### config.mk
export PLATFORM = sky130hd
export DESIGN_NAME = modem_response_keyword_scanner_top
export DESIGN_NICKNAME = d
export VERILOG_FILES = /design/src/hdl/mrks_pkg.sv /design/src/hdl/modem_response_keyword_scanner_top.sv
export SDC_FILE = /design/constraint.sdc
export NUM_CORES = 1
export LEC_CHECK = 0
export ABC_AREA = 1
export BUFFER_PORTS_ARGS = -buffer_cell sky130_fd_sc_hd__buf_4
export CORE_MARGIN = 8
export CORE_UTILIZATION = 45
export CTS_BUF_LIST = sky130_fd_sc_hd__clkbuf_4 sky130_fd_sc_hd__clkbuf_8 sky130_fd_sc_hd__clkbuf_16
export DETAILED_ROUTE_END_ITERATION = 8
export GPL_TIMING_DRIVEN = 0
export RECOVER_POWER = 100
export SLEW_MARGIN = 20
export SYNTH_ARGS = -nofsm -noshare
export SYNTH_HDL_FRONTEND = slang
export SYNTH_SLANG_ARGS = --single-unit
### constraint.sdc
create_clock -name clk -period 13.65 [get_ports clk]
set_clock_uncertainty 0.15 [all_clocks]
set_input_delay 2.73 -clock clk [delete_from_list [all_inputs] [get_ports clk]]
set_output_delay 2.73 -clock clk [all_outputs]
set_load 0.005 [all_outputs]
### src/hdl/mrks_pkg.sv
package mrks_pkg;

	localparam int unsigned STORE_LEN = 11;
	localparam int unsigned FIRST_POS = 3;
	localparam int unsigned COUNT_MAX = 14;

	localparam logic [7:0] CH_R     = 8'h52;
	localparam logic [7:0] CH_I     = 8'h49;
	localparam logic [7:0] CH_N     = 8'h4E;
	localparam logic [7:0] CH_G     = 8'h47;
	localparam logic [7:0] CH_PLUS  = 8'h2B;
	localparam logic [7:0] CH_C     = 8'h43;
	localparam logic [7:0] CH_L     = 8'h4C;
	localparam logic [7:0] CH_P     = 8'h50;
	localparam logic [7:0] CH_COLON = 8'h3A;
	localparam logic [7:0] CH_O     = 8'h4F;
	localparam logic [7:0] CH_K     = 8'h4B;
	localparam logic [7:0] CH_CR    = 8'h0D;
	localparam logic [7:0] CH_LF    = 8'h0A;

	typedef logic [1:0] ring_stage_t;
	typedef logic [2:0] clip_stage_t;
	typedef logic [3:0] cap_count_t;
	typedef logic [6:0] num_char_t;

endpackage

### src/hdl/modem_response_keyword_scanner_top.sv
// Modem response keyword scanner.
//
// Input channel: byte_valid / byte_ready carry one received modem byte
// (rx_byte) per word. Bytes of 0 or of 128 and above change no state but
// still produce a result word with every field 0.
// Output channel: result_valid / result_ready carry one result word per
// input word: RING, +CLIP: and OK event pulses, and on the line feed that
// ends a caller number capture, number_ready with the eleven captured
// characters split over number_head and number_tail (zero otherwise).
// An accepted byte is held in the input register and its result is loaded
// into the result register once that register is free; result_valid then
// stays high until the word is taken.
// Throughput: one byte per cycle while result words are taken, set by the
// single pass of compare logic between the input register and the result
// register; the matcher state updates in the same edge that loads the result.
// Reset (arst_n low): clears matchers, capture state, the caller number
// store and both valid flags at once; no clearing pass is needed.
// When the receiver stalls, the result word holds, the input register fills,
// and byte_ready drops until the result word is taken.
module modem_response_keyword_scanner_top
	import mrks_pkg::*;
(
	input  logic        clk,
	input  logic        arst_n,
	input  logic        byte_valid,
	output logic        byte_ready,
	input  logic [7:0]  rx_byte,
	output logic        result_valid,
	input  logic        result_ready,
	output logic        ring_event,
	output logic        clip_event,
	output logic        ok_event,
	output logic        number_ready,
	output logic [41:0] number_head,
	output logic [34:0] number_tail
);

	// input register
	logic       valid_s1;
	logic [7:0] byte_s1;

	// result register
	logic        res_valid_q;
	logic        ring_ev_q, clip_ev_q, ok_ev_q, ready_q;
	logic [41:0] head_q;
	logic [34:0] tail_q;

	// scanner state
	ring_stage_t ring_stage_q;
	clip_stage_t clip_stage_q;
	logic        ok_stage_q;
	logic        cap_active_q;
	cap_count_t  cap_count_q;
	num_char_t   store_q [STORE_LEN];

	logic res_free, advance;

	// next-state and result logic
	logic        byte_ok;
	ring_stage_t ring_stage_d;
	clip_stage_t clip_stage_d;
	logic        ok_stage_d;
	logic        cap_active_d;
	cap_count_t  cap_count_d;
	logic        ring_ev_d, clip_ev_d, ok_ev_d, ready_d;
	logic        cap_mid, skip_ok, store_we;
	cap_count_t  store_idx;
	logic [41:0] head_d;
	logic [34:0] tail_d;

	assign res_free   = !res_valid_q || result_ready;
	assign advance    = valid_s1 && res_free;
	assign byte_ready = !valid_s1 || res_free;

	assign store_idx = cap_count_q - cap_count_t'(FIRST_POS);

	always_comb begin
		byte_ok      = (byte_s1 != 8'h00) && !byte_s1[7];
		ring_stage_d = ring_stage_q;
		clip_stage_d = clip_stage_q;
		ok_stage_d   = ok_stage_q;
		cap_active_d = cap_active_q;
		cap_count_d  = cap_count_q;
		ring_ev_d    = 1'b0;
		clip_ev_d    = 1'b0;
		ok_ev_d      = 1'b0;
		ready_d      = 1'b0;
		skip_ok      = 1'b0;
		store_we     = 1'b0;
		cap_mid      = cap_active_q;
		head_d       = '0;
		tail_d       = '0;

		if (byte_ok) begin
			// RING
			if (byte_s1 == CH_R) ring_stage_d = 2'd1;
			else if (byte_s1 == CH_I && ring_stage_q == 2'd1) ring_stage_d = 2'd2;
			else if (byte_s1 == CH_N && ring_stage_q == 2'd2) ring_stage_d = 2'd3;
			else if (byte_s1 == CH_G && ring_stage_q == 2'd3) begin
				ring_stage_d = 2'd0;
				ring_ev_d    = 1'b1;
			end else ring_stage_d = 2'd0;

			// +CLIP:
			if (byte_s1 == CH_PLUS) clip_stage_d = 3'd1;
			else if (byte_s1 == CH_C && clip_stage_q == 3'd1) clip_stage_d = 3'd2;
			else if (byte_s1 == CH_L && clip_stage_q == 3'd2) clip_stage_d = 3'd3;
			else if (byte_s1 == CH_I && clip_stage_q == 3'd3) clip_stage_d = 3'd4;
			else if (byte_s1 == CH_P && clip_stage_q == 3'd4) clip_stage_d = 3'd5;
			else if (byte_s1 == CH_COLON && clip_stage_q == 3'd5) begin
				clip_stage_d = 3'd0;
				clip_ev_d    = 1'b1;
				cap_mid      = 1'b1;
			end else clip_stage_d = 3'd0;

			cap_active_d = cap_mid;

			// capture: the completing colon counts as position 0
			if (cap_mid) begin
				if (byte_s1 == CH_CR) begin
					skip_ok = 1'b1;
				end else if (byte_s1 == CH_LF) begin
					skip_ok      = 1'b1;
					cap_count_d  = '0;
					cap_active_d = 1'b0;
					ready_d      = 1'b1;
					head_d = {store_q[0], store_q[1], store_q[2],
						store_q[3], store_q[4], store_q[5]};
					tail_d = {store_q[6], store_q[7], store_q[8],
						store_q[9], store_q[10]};
				end else if (cap_count_q < cap_count_t'(COUNT_MAX)) begin
					store_we    = (cap_count_q >= cap_count_t'(FIRST_POS));
					cap_count_d = cap_count_q + 4'd1;
				end
			end

			// OK, bypassed by CR and LF inside a capture
			if (!skip_ok) begin
				if (byte_s1 == CH_O) ok_stage_d = 1'b1;
				else if (byte_s1 == CH_K && ok_stage_q) begin
					ok_stage_d = 1'b0;
					ok_ev_d    = 1'b1;
				end else ok_stage_d = 1'b0;
			end
		end
	end

	// input register: load whenever there is room
	always_ff @(posedge clk or negedge arst_n) begin
		if (!arst_n) begin
			valid_s1 <= 1'b0;
		end else if (byte_ready) begin
			valid_s1 <= byte_valid;
		end
	end

	always_ff @(posedge clk) begin
		if (byte_ready && byte_valid) byte_s1 <= rx_byte;
	end

	// result register and scanner state advance together
	always_ff @(posedge clk or negedge arst_n) begin
		if (!arst_n) begin
			res_valid_q  <= 1'b0;
			ring_stage_q <= '0;
			clip_stage_q <= '0;
			ok_stage_q   <= 1'b0;
			cap_active_q <= 1'b0;
			cap_count_q  <= '0;
			for (int i = 0; i < STORE_LEN; i++) store_q[i] <= '0;
		end else begin
			if (res_free) res_valid_q <= valid_s1;
			if (advance) begin
				ring_stage_q <= ring_stage_d;
				clip_stage_q <= clip_stage_d;
				ok_stage_q   <= ok_stage_d;
				cap_active_q <= cap_active_d;
				cap_count_q  <= cap_count_d;
				if (store_we) store_q[store_idx] <= byte_s1[6:0];
			end
		end
	end

	always_ff @(posedge clk) begin
		if (advance) begin
			ring_ev_q <= ring_ev_d;
			clip_ev_q <= clip_ev_d;
			ok_ev_q   <= ok_ev_d;
			ready_q   <= ready_d;
			head_q    <= head_d;
			tail_q    <= tail_d;
		end
	end

	assign result_valid = res_valid_q;
	assign ring_event   = ring_ev_q;
	assign clip_event   = clip_ev_q;
	assign ok_event     = ok_ev_q;
	assign number_ready = ready_q;
	assign number_head  = head_q;
	assign number_tail  = tail_q;

	// the four events are completed by distinct bytes
	a_events_excl: assert property (@(posedge clk) disable iff (!arst_n)
		result_valid |-> $onehot0({ring_event, clip_event, ok_event, number_ready}))
		else $error("more than one event in a result word");

	// number fields are zero unless a capture has just ended
	a_num_zero: assert property (@(posedge clk) disable iff (!arst_n)
		(result_valid && !number_ready) |-> (number_head == '0 && number_tail == '0))
		else $error("number fields set without number_ready");

	// the position count stays within its saturation limit
	a_count_max: assert property (@(posedge clk) disable iff (!arst_n)
		cap_count_q <= cap_count_t'(COUNT_MAX))
		else $error("capture count beyond its limit");

	// a position count only exists inside a capture
	a_count_idle: assert property (@(posedge clk) disable iff (!arst_n)
		!cap_active_q |-> (cap_count_q == '0))
		else $error("capture count left over outside a capture");

	// a reported number closes the capture
	a_ready_ends: assert property (@(posedge clk) disable iff (!arst_n)
		(advance && ready_d) |=> !cap_active_q)
		else $error("capture still active after number_ready");

endmodule

==> impl_metrics.tcl, run 1 <==
set metrics [dict create \
    antenna_cells 0 \
    vias_per_cell 4.98 \
    post_cts.repair.setup_buffers 0 \
    irDropWorstVdd_uv 107 \
    synthDistinctLibCells 27 \
    finalCritPeriodShare_pct 50.9 \
    cts-root-to-sink-buffers 2 \
    crit_path_cell_trace "clkbuf_1" \
    clock_pin_slew_on_the_worst_setup_and_hold_paths_ps 60 \
    power_density_nw_per_um2 147 \
    detail_route.wl_per_cell_um 15.5 \
    insertion_delay_ps 430 \
    arrival_ps 6160 \
    cp_num_buf_inv 1 \
    crit_path_class "in -> async" \
    synth_area_leader_cell "sky130_fd_sc_hd__edfxtp_1" \
    synth_area_um2 7640 \
    clock_sinks 179 \
    setup-tns-final_ps 0 \
    dp_worst_setup_slack_ps 7530 \
    fp.coreArea_um2 16600 \
    worst_hold_path_type "reg -> reg" \
    cts_inserted_buffers 17 \
    layout_common_cells "215 x sky130_fd_sc_hd__nand2_1, 106 x sky130_fd_sc_hd__inv_1, 105 x sky130_fd_sc_hd__nor2_1" \
    violations_in_the_final_reports "capacitance limit, slew limit" \
    cts-htree-levels 4 \
    clock_tree_from_tritoncts "built" \
    vias_in_the_first_global_route 5602 \
    detailroute.via_count 5623 \
    start_util_pct 46.1 \
    critical_path.slowest_cell "sky130_fd_sc_hd__clkbuf_1" \
    timing.critical_path.max_delay_family "buffers and inverters" \
    fp.dieW_um 146 \
    antenna_found_initial 0 \
    status "finished, violations left" \
    synth_top_area_share_pct 35.0 \
    power.total_uw 1340 \
    chipHeight_um 146 \
    top_cells_by_area_in_the_synthesized_netlist "sky130_fd_sc_hd__edfxtp_1 35%, sky130_fd_sc_hd__dfrtp_1 29%, sky130_fd_sc_hd__nand2_1 10%" \
    fin_nets 914 \
    critPathRequiredTime_ps 12870 \
    ios 95 \
    worst_r2r_path_depth 3 \
    timing.final.max_slew_violations 91 \
    postRouteAntennaNets 0 \
    grt.total_usage_pct 16.8 \
    critical_path_peak_fanout 90 \
    worst_path_max_stage_delay_ps 3370 \
    grt.overflow.total 0 \
    portBuffers 94 \
    setup_violations 0 \
    routed_wirelength_um 17500 \
    drive_gt1_share_pct 14.5 \
    rsz0062_at_grt "no" \
    clock_tree.root_cell "sky130_fd_sc_hd__clkbuf_16" \
    final_critical_path_setup_slack_ps 6710 \
    cts_hold_repair.buffers 0 \
    slew_headroom_pct -227 \
    synth-seq-cells 179 \
    tightestPinTransition_ps 4900 \
    dr.pass1.iters 5 \
    synthCells 782 \
    synth.yosys.warnings 0 \
    detail_route.iter0.violations 518 \
    grt_start_max_net_pins 91 \
    final_hpwl_dp_um 12100 \
    synth-seq-area-share_pct 64.5 \
    layout_min_cycle_time_ps 6940 \
    power.leakage_uw 0.00406 \
    die-area_um2 21400 \
    synthToLayoutAreaGrowth_pct 19.2 \
    max_cap_violations 1 \
    worst_hold_path.num_cells 2 \
    placement_rows 47 \
    synth.avg_cell_area_um2 9.77 \
    drcViolationCount 0 \
    first_pass_grt_wire_length_um 28800 \
    top_achievable_clock_speed_mhz 144 \
    place.gp.congestion 0.872 \
    timing_hold_violations_final 0 \
    layout_commonest_cell "sky130_fd_sc_hd__nand2_1" \
    synth.net_count 798 \
    crit_path_start_kind "input pin" \
    worst-path-stages 1 \
    worstSetupEndpointType "async pin" \
    cts.repair.resized 0 \
    worst-r2r-setup-slack_ps 9760 \
]
## worst reg2reg max path, stage by stage, from the launching register on
cell	delay, ps
sky130_fd_sc_hd__dfrtp_1	420
sky130_fd_sc_hd__a21oi_1	980
sky130_fd_sc_hd__clkbuf_1	930
sky130_fd_sc_hd__clkbuf_1	1010
## cell type report
| cell class | instances | area, µm² |
|---|---|---|
| clock buffer | 19 | 447 |
| sequential | 179 | 4920 |
| inverter | 110 | 413 |
| multi-input combinational | 455 | 2040 |
| clock inverter | 12 | 158 |
| timing repair buffer | 97 | 683 |
| tap | 220 | 275 |
| fill | 1564 | 7480 |
| buffer | 38 | 168 |
## cells in the mapped netlist
cell type,number
sky130_fd_sc_hd__dfrtp_1,90
sky130_fd_sc_hd__nor4_1,2
sky130_fd_sc_hd__and3_1,1
sky130_fd_sc_hd__nand3_2,12
sky130_fd_sc_hd__ha_1,4
sky130_fd_sc_hd__inv_2,4
sky130_fd_sc_hd__nor2_2,1
sky130_fd_sc_hd__nor2_4,1
sky130_fd_sc_hd__buf_6,1
sky130_fd_sc_hd__nand3_1,18
sky130_fd_sc_hd__nand3b_1,2
sky130_fd_sc_hd__buf_2,10
sky130_fd_sc_hd__buf_1,3
sky130_fd_sc_hd__a21oi_1,1
sky130_fd_sc_hd__nor3b_1,1
sky130_fd_sc_hd__xor2_1,1
sky130_fd_sc_hd__nor2_1,103
sky130_fd_sc_hd__inv_1,106
sky130_fd_sc_hd__buf_4,7
sky130_fd_sc_hd__nand4_1,80
sky130_fd_sc_hd__clkbuf_1,17
sky130_fd_sc_hd__nand2_1,212
sky130_fd_sc_hd__a21oi_4,1
sky130_fd_sc_hd__nand2_2,4
sky130_fd_sc_hd__nor3_1,3
sky130_fd_sc_hd__o21ai_0,8
sky130_fd_sc_hd__edfxtp_1,89
## power by group
| group | internal [µW] | switching [µW] |
|---|---|---|
| registers | 615 | 22.0 |
| clock network | 294 | 203 |
| logic | 59.8 | 146 |
## final timing paths
| path | start | endpoint |
|---|---|---|
| worst max-delay path | arst_n | store_q[16] |
| worst min-delay path | store_q[11] | store_q[11] |
| worst max register to register | result_valid | number_head[11] |
| worst min register to register | store_q[11] | store_q[11] |
| max in group clk | result_ready | byte_ready |
| min in group asynchronous | arst_n | store_q[65] |
## logic make-up after synthesis
kind of cell,Yosys count,share of synthesized area (%)
buffers and inverters,148,7.88
AND/OR/NAND/NOR,440,26.1
AO/OA/AOI/OAI,10,0.803
flip-flops,179,64.5
XOR/XNOR,1,0.115
adder cells (fa/ha/maj),4,0.655
## metrics by stage
step | util (%) | hold WS [ps] | area [µm²] | std cells
floorplan | - | 292 | 7640 | 782
global placement | 52.0 | 304 | 8620 | 1096
detailed placement | 52.5 | 309 | 8710 | 1099
CTS | 56.2 | 324 | 9320 | 1130
global route | 54.9 | 343 | 9110 | 1130
finish | 54.9 | 321 | 9110 | 1130
## routing by layer
layer | track usage, % | up-vias | routed length (µm)
li1 | - | 2768 | -
met1 | 20.4 | 2683 | 7630
met2 | 28.5 | 146 | 8750
met3 | 4.20 | 26 | 836
met4 | 6.18 | 0 | 301
met5 | 0 | - | 0
## flip-flops by register name, summed over array words and instances, names as in the netlist
register      count
byte_s1           8
ok_event          1
number_tail      35
number_head      42
ring_stage_q      2
ok_stage_q        1
clip_event        1
ring_event        1
result_valid      1
store_q          77
cap_active_q      1
number_ready      1
cap_count_q       4
valid_s1          1
clip_stage_q      3
Power figures use the tool's default switching activity.
==> run 2, diff against run 1 <==
--- a/config.mk
+++ b/config.mk
@@ -12,6 +12,7 @@
 export CTS_BUF_LIST = sky130_fd_sc_hd__clkbuf_4 sky130_fd_sc_hd__clkbuf_8 sky130_fd_sc_hd__clkbuf_16
 export DETAILED_ROUTE_END_ITERATION = 8
 export GPL_TIMING_DRIVEN = 0
+export PLACE_DENSITY = 0.67
 export RECOVER_POWER = 100
 export SLEW_MARGIN = 20
 export SYNTH_ARGS = -nofsm -noshare
==> constraint.sdc (replaced) <==
create_clock -name clk -period 5.6 [get_ports clk]
set_clock_uncertainty 0.15 [all_clocks]
set_input_delay 1.12 -clock clk [delete_from_list [all_inputs] [get_ports clk]]
set_output_delay 1.12 -clock clk [all_outputs]
set_load 0.005 [all_outputs]
==> impl_metrics.tcl, run 2 (synthesis gave the netlist of run 1 again) <==
set metrics [dict create \
    rsz0062_at_grt "no" \
    insertion_delay_ps 430 \
    synthToLayoutAreaGrowth_pct 20.2 \
    drcViolationCount 0 \
    clock_sinks 179 \
    slew_headroom_pct -51.8 \
    finish.instance_area_um2 9180 \
    power.leakage_uw 0.00410 \
    detail_route.iter0.violations 551 \
    irDropWorstVdd_uv 254 \
    crit_path_start_kind "input pin" \
    post_cts.repair.setup_buffers 0 \
    tightestPinTransition_ps 2280 \
    fp.dieW_um 146 \
    start_util_pct 46.1 \
    detail_route.wl_per_cell_um 14.6 \
    grt_start_max_net_pins 91 \
    layout_commonest_cell "sky130_fd_sc_hd__nand2_1" \
    detailroute.via_count 5569 \
    finalCritPeriodShare_pct 70.7 \
    worst_hold_path_type "reg -> reg" \
    critical_path_peak_fanout 15 \
    layout_min_cycle_time_ps 3960 \
    vias_in_the_first_global_route 5513 \
    setup-tns-final_ps 0 \
    cts-htree-levels 4 \
    power.switching_fraction_pct 26.9 \
    largest_register_ff_count 77 \
    worst_r2r_path_depth 7 \
    worst_hold_path.num_cells 2 \
    timing_hold_violations_final 0 \
    fin_util_pct 55.3 \
    fin_nets 914 \
    clock_pin_slew_on_the_worst_setup_and_hold_paths_ps 60 \
    placement.cell_area_um2 8720 \
    setup_violations 0 \
    cts_inserted_buffers 17 \
    crit_path_class "in -> reg" \
    drive_gt1_share_pct 15.3 \
    timing.final.max_slew_violations 91 \
    dr.pass1.iters 5 \
    largest-register "store_q" \
    layout_common_cells "214 x sky130_fd_sc_hd__nand2_1, 107 x sky130_fd_sc_hd__inv_1, 104 x sky130_fd_sc_hd__nor2_1" \
    die-area_um2 21400 \
    final_hpwl_dp_um 11100 \
    worstSetupEndpointType "register" \
    power_density_nw_per_um2 360 \
    arrival_ps 4120 \
    grt.total_usage_pct 16.0 \
    first_pass_grt_wire_length_um 27400 \
    combPwrFrac_pct 15.5 \
    cts-root-to-sink-buffers 2 \
    sequentialPowerShare_pct 47.0 \
    top_achievable_clock_speed_mhz 252 \
    postRouteAntennaNets 0 \
    violations_in_the_final_reports "capacitance limit, slew limit" \
    critPathRequiredTime_ps 5760 \
    share_clk_of_total_power_pct 37.5 \
    place.gp.congestion 0.909 \
    cts.repair.resized 0 \
    status "finished, violations left" \
    max_cap_violations 1 \
    clock_tree_from_tritoncts "built" \
    clock_tree.root_cell "sky130_fd_sc_hd__clkbuf_16" \
    fp.coreArea_um2 16600 \
    ios 95 \
    cts_hold_repair.buffers 0 \
    placement_rows 47 \
    power.net_switching_uw 890 \
    chipHeight_um 146 \
    internal_power_uw 2410 \
    vias_per_cell 4.93 \
    routed_wirelength_um 16500 \
    grt.overflow.total 0 \
    antenna_cells 0 \
    portBuffers 94 \
    antenna_found_initial 0 \
]
## run 2: path summary, 6_finish.rpt
kind                               from     endpoint  slack [ps]
setup / recovery           result_ready  store_q[64]        1640
hold / removal              store_q[67]  store_q[67]         320
setup reg to reg           result_valid  store_q[64]        2030
hold reg to reg             store_q[67]  store_q[67]         320
max in group asynchronous        arst_n  store_q[71]        2750
min in group asynchronous        arst_n  store_q[29]        1230
## run 2: routing by layer
metal	wire length [µm]	GRT usage [%]	vias up
met5	0	0	-
met1	7250	19.8	2622
li1	-	-	2770
met4	196	5.98	0
met2	8000	26.7	157
met3	1090	3.86	20
## run 2: cell type report
class,instances,area (µm²)
plain buffers,38,184
clock buffers,18,439
clock inverters,13,183
fillers,1533,7400
inverters,110,413
multi-input cells,455,2040
flip-flops and latches,179,4920
well taps,220,275
repair buffers,97,716
## run 2: power groups by stage
stage	Combinational (µW)	Clock [µW]	Sequential, µW
2_1_floorplan	317	0	1580
3_3_place_gp	515	0	1580
3_5_place_dp	546	0	1580
4_1_cts	551	1260	1550
5_1_grt	576	1310	1560
6_report	513	1240	1550
## run 2: worst max-delay path, cell delays in order
cell and delay [ps]:
sky130_fd_sc_hd__clkbuf_4 100, sky130_fd_sc_hd__inv_1 50, sky130_fd_sc_hd__a21oi_1 1100, sky130_fd_sc_hd__nand3_1 160, sky130_fd_sc_hd__nor2_1 540, sky130_fd_sc_hd__clkbuf_1 490, sky130_fd_sc_hd__nand3_1 350, sky130_fd_sc_hd__nand2_1 140
sky130_fd_sc_hd__nand2_1 60
## run 2: per-stage QoR
step	hold WS, ps	total power [µW]	worst slack [ps]	instances
floorplan	292	1900	563	782
global placement	306	2100	-898	1096
detailed placement	309	2120	2300	1099
CTS	325	3360	2700	1130
global route	336	3450	1320	1130
finish	320	3300	1640	1130
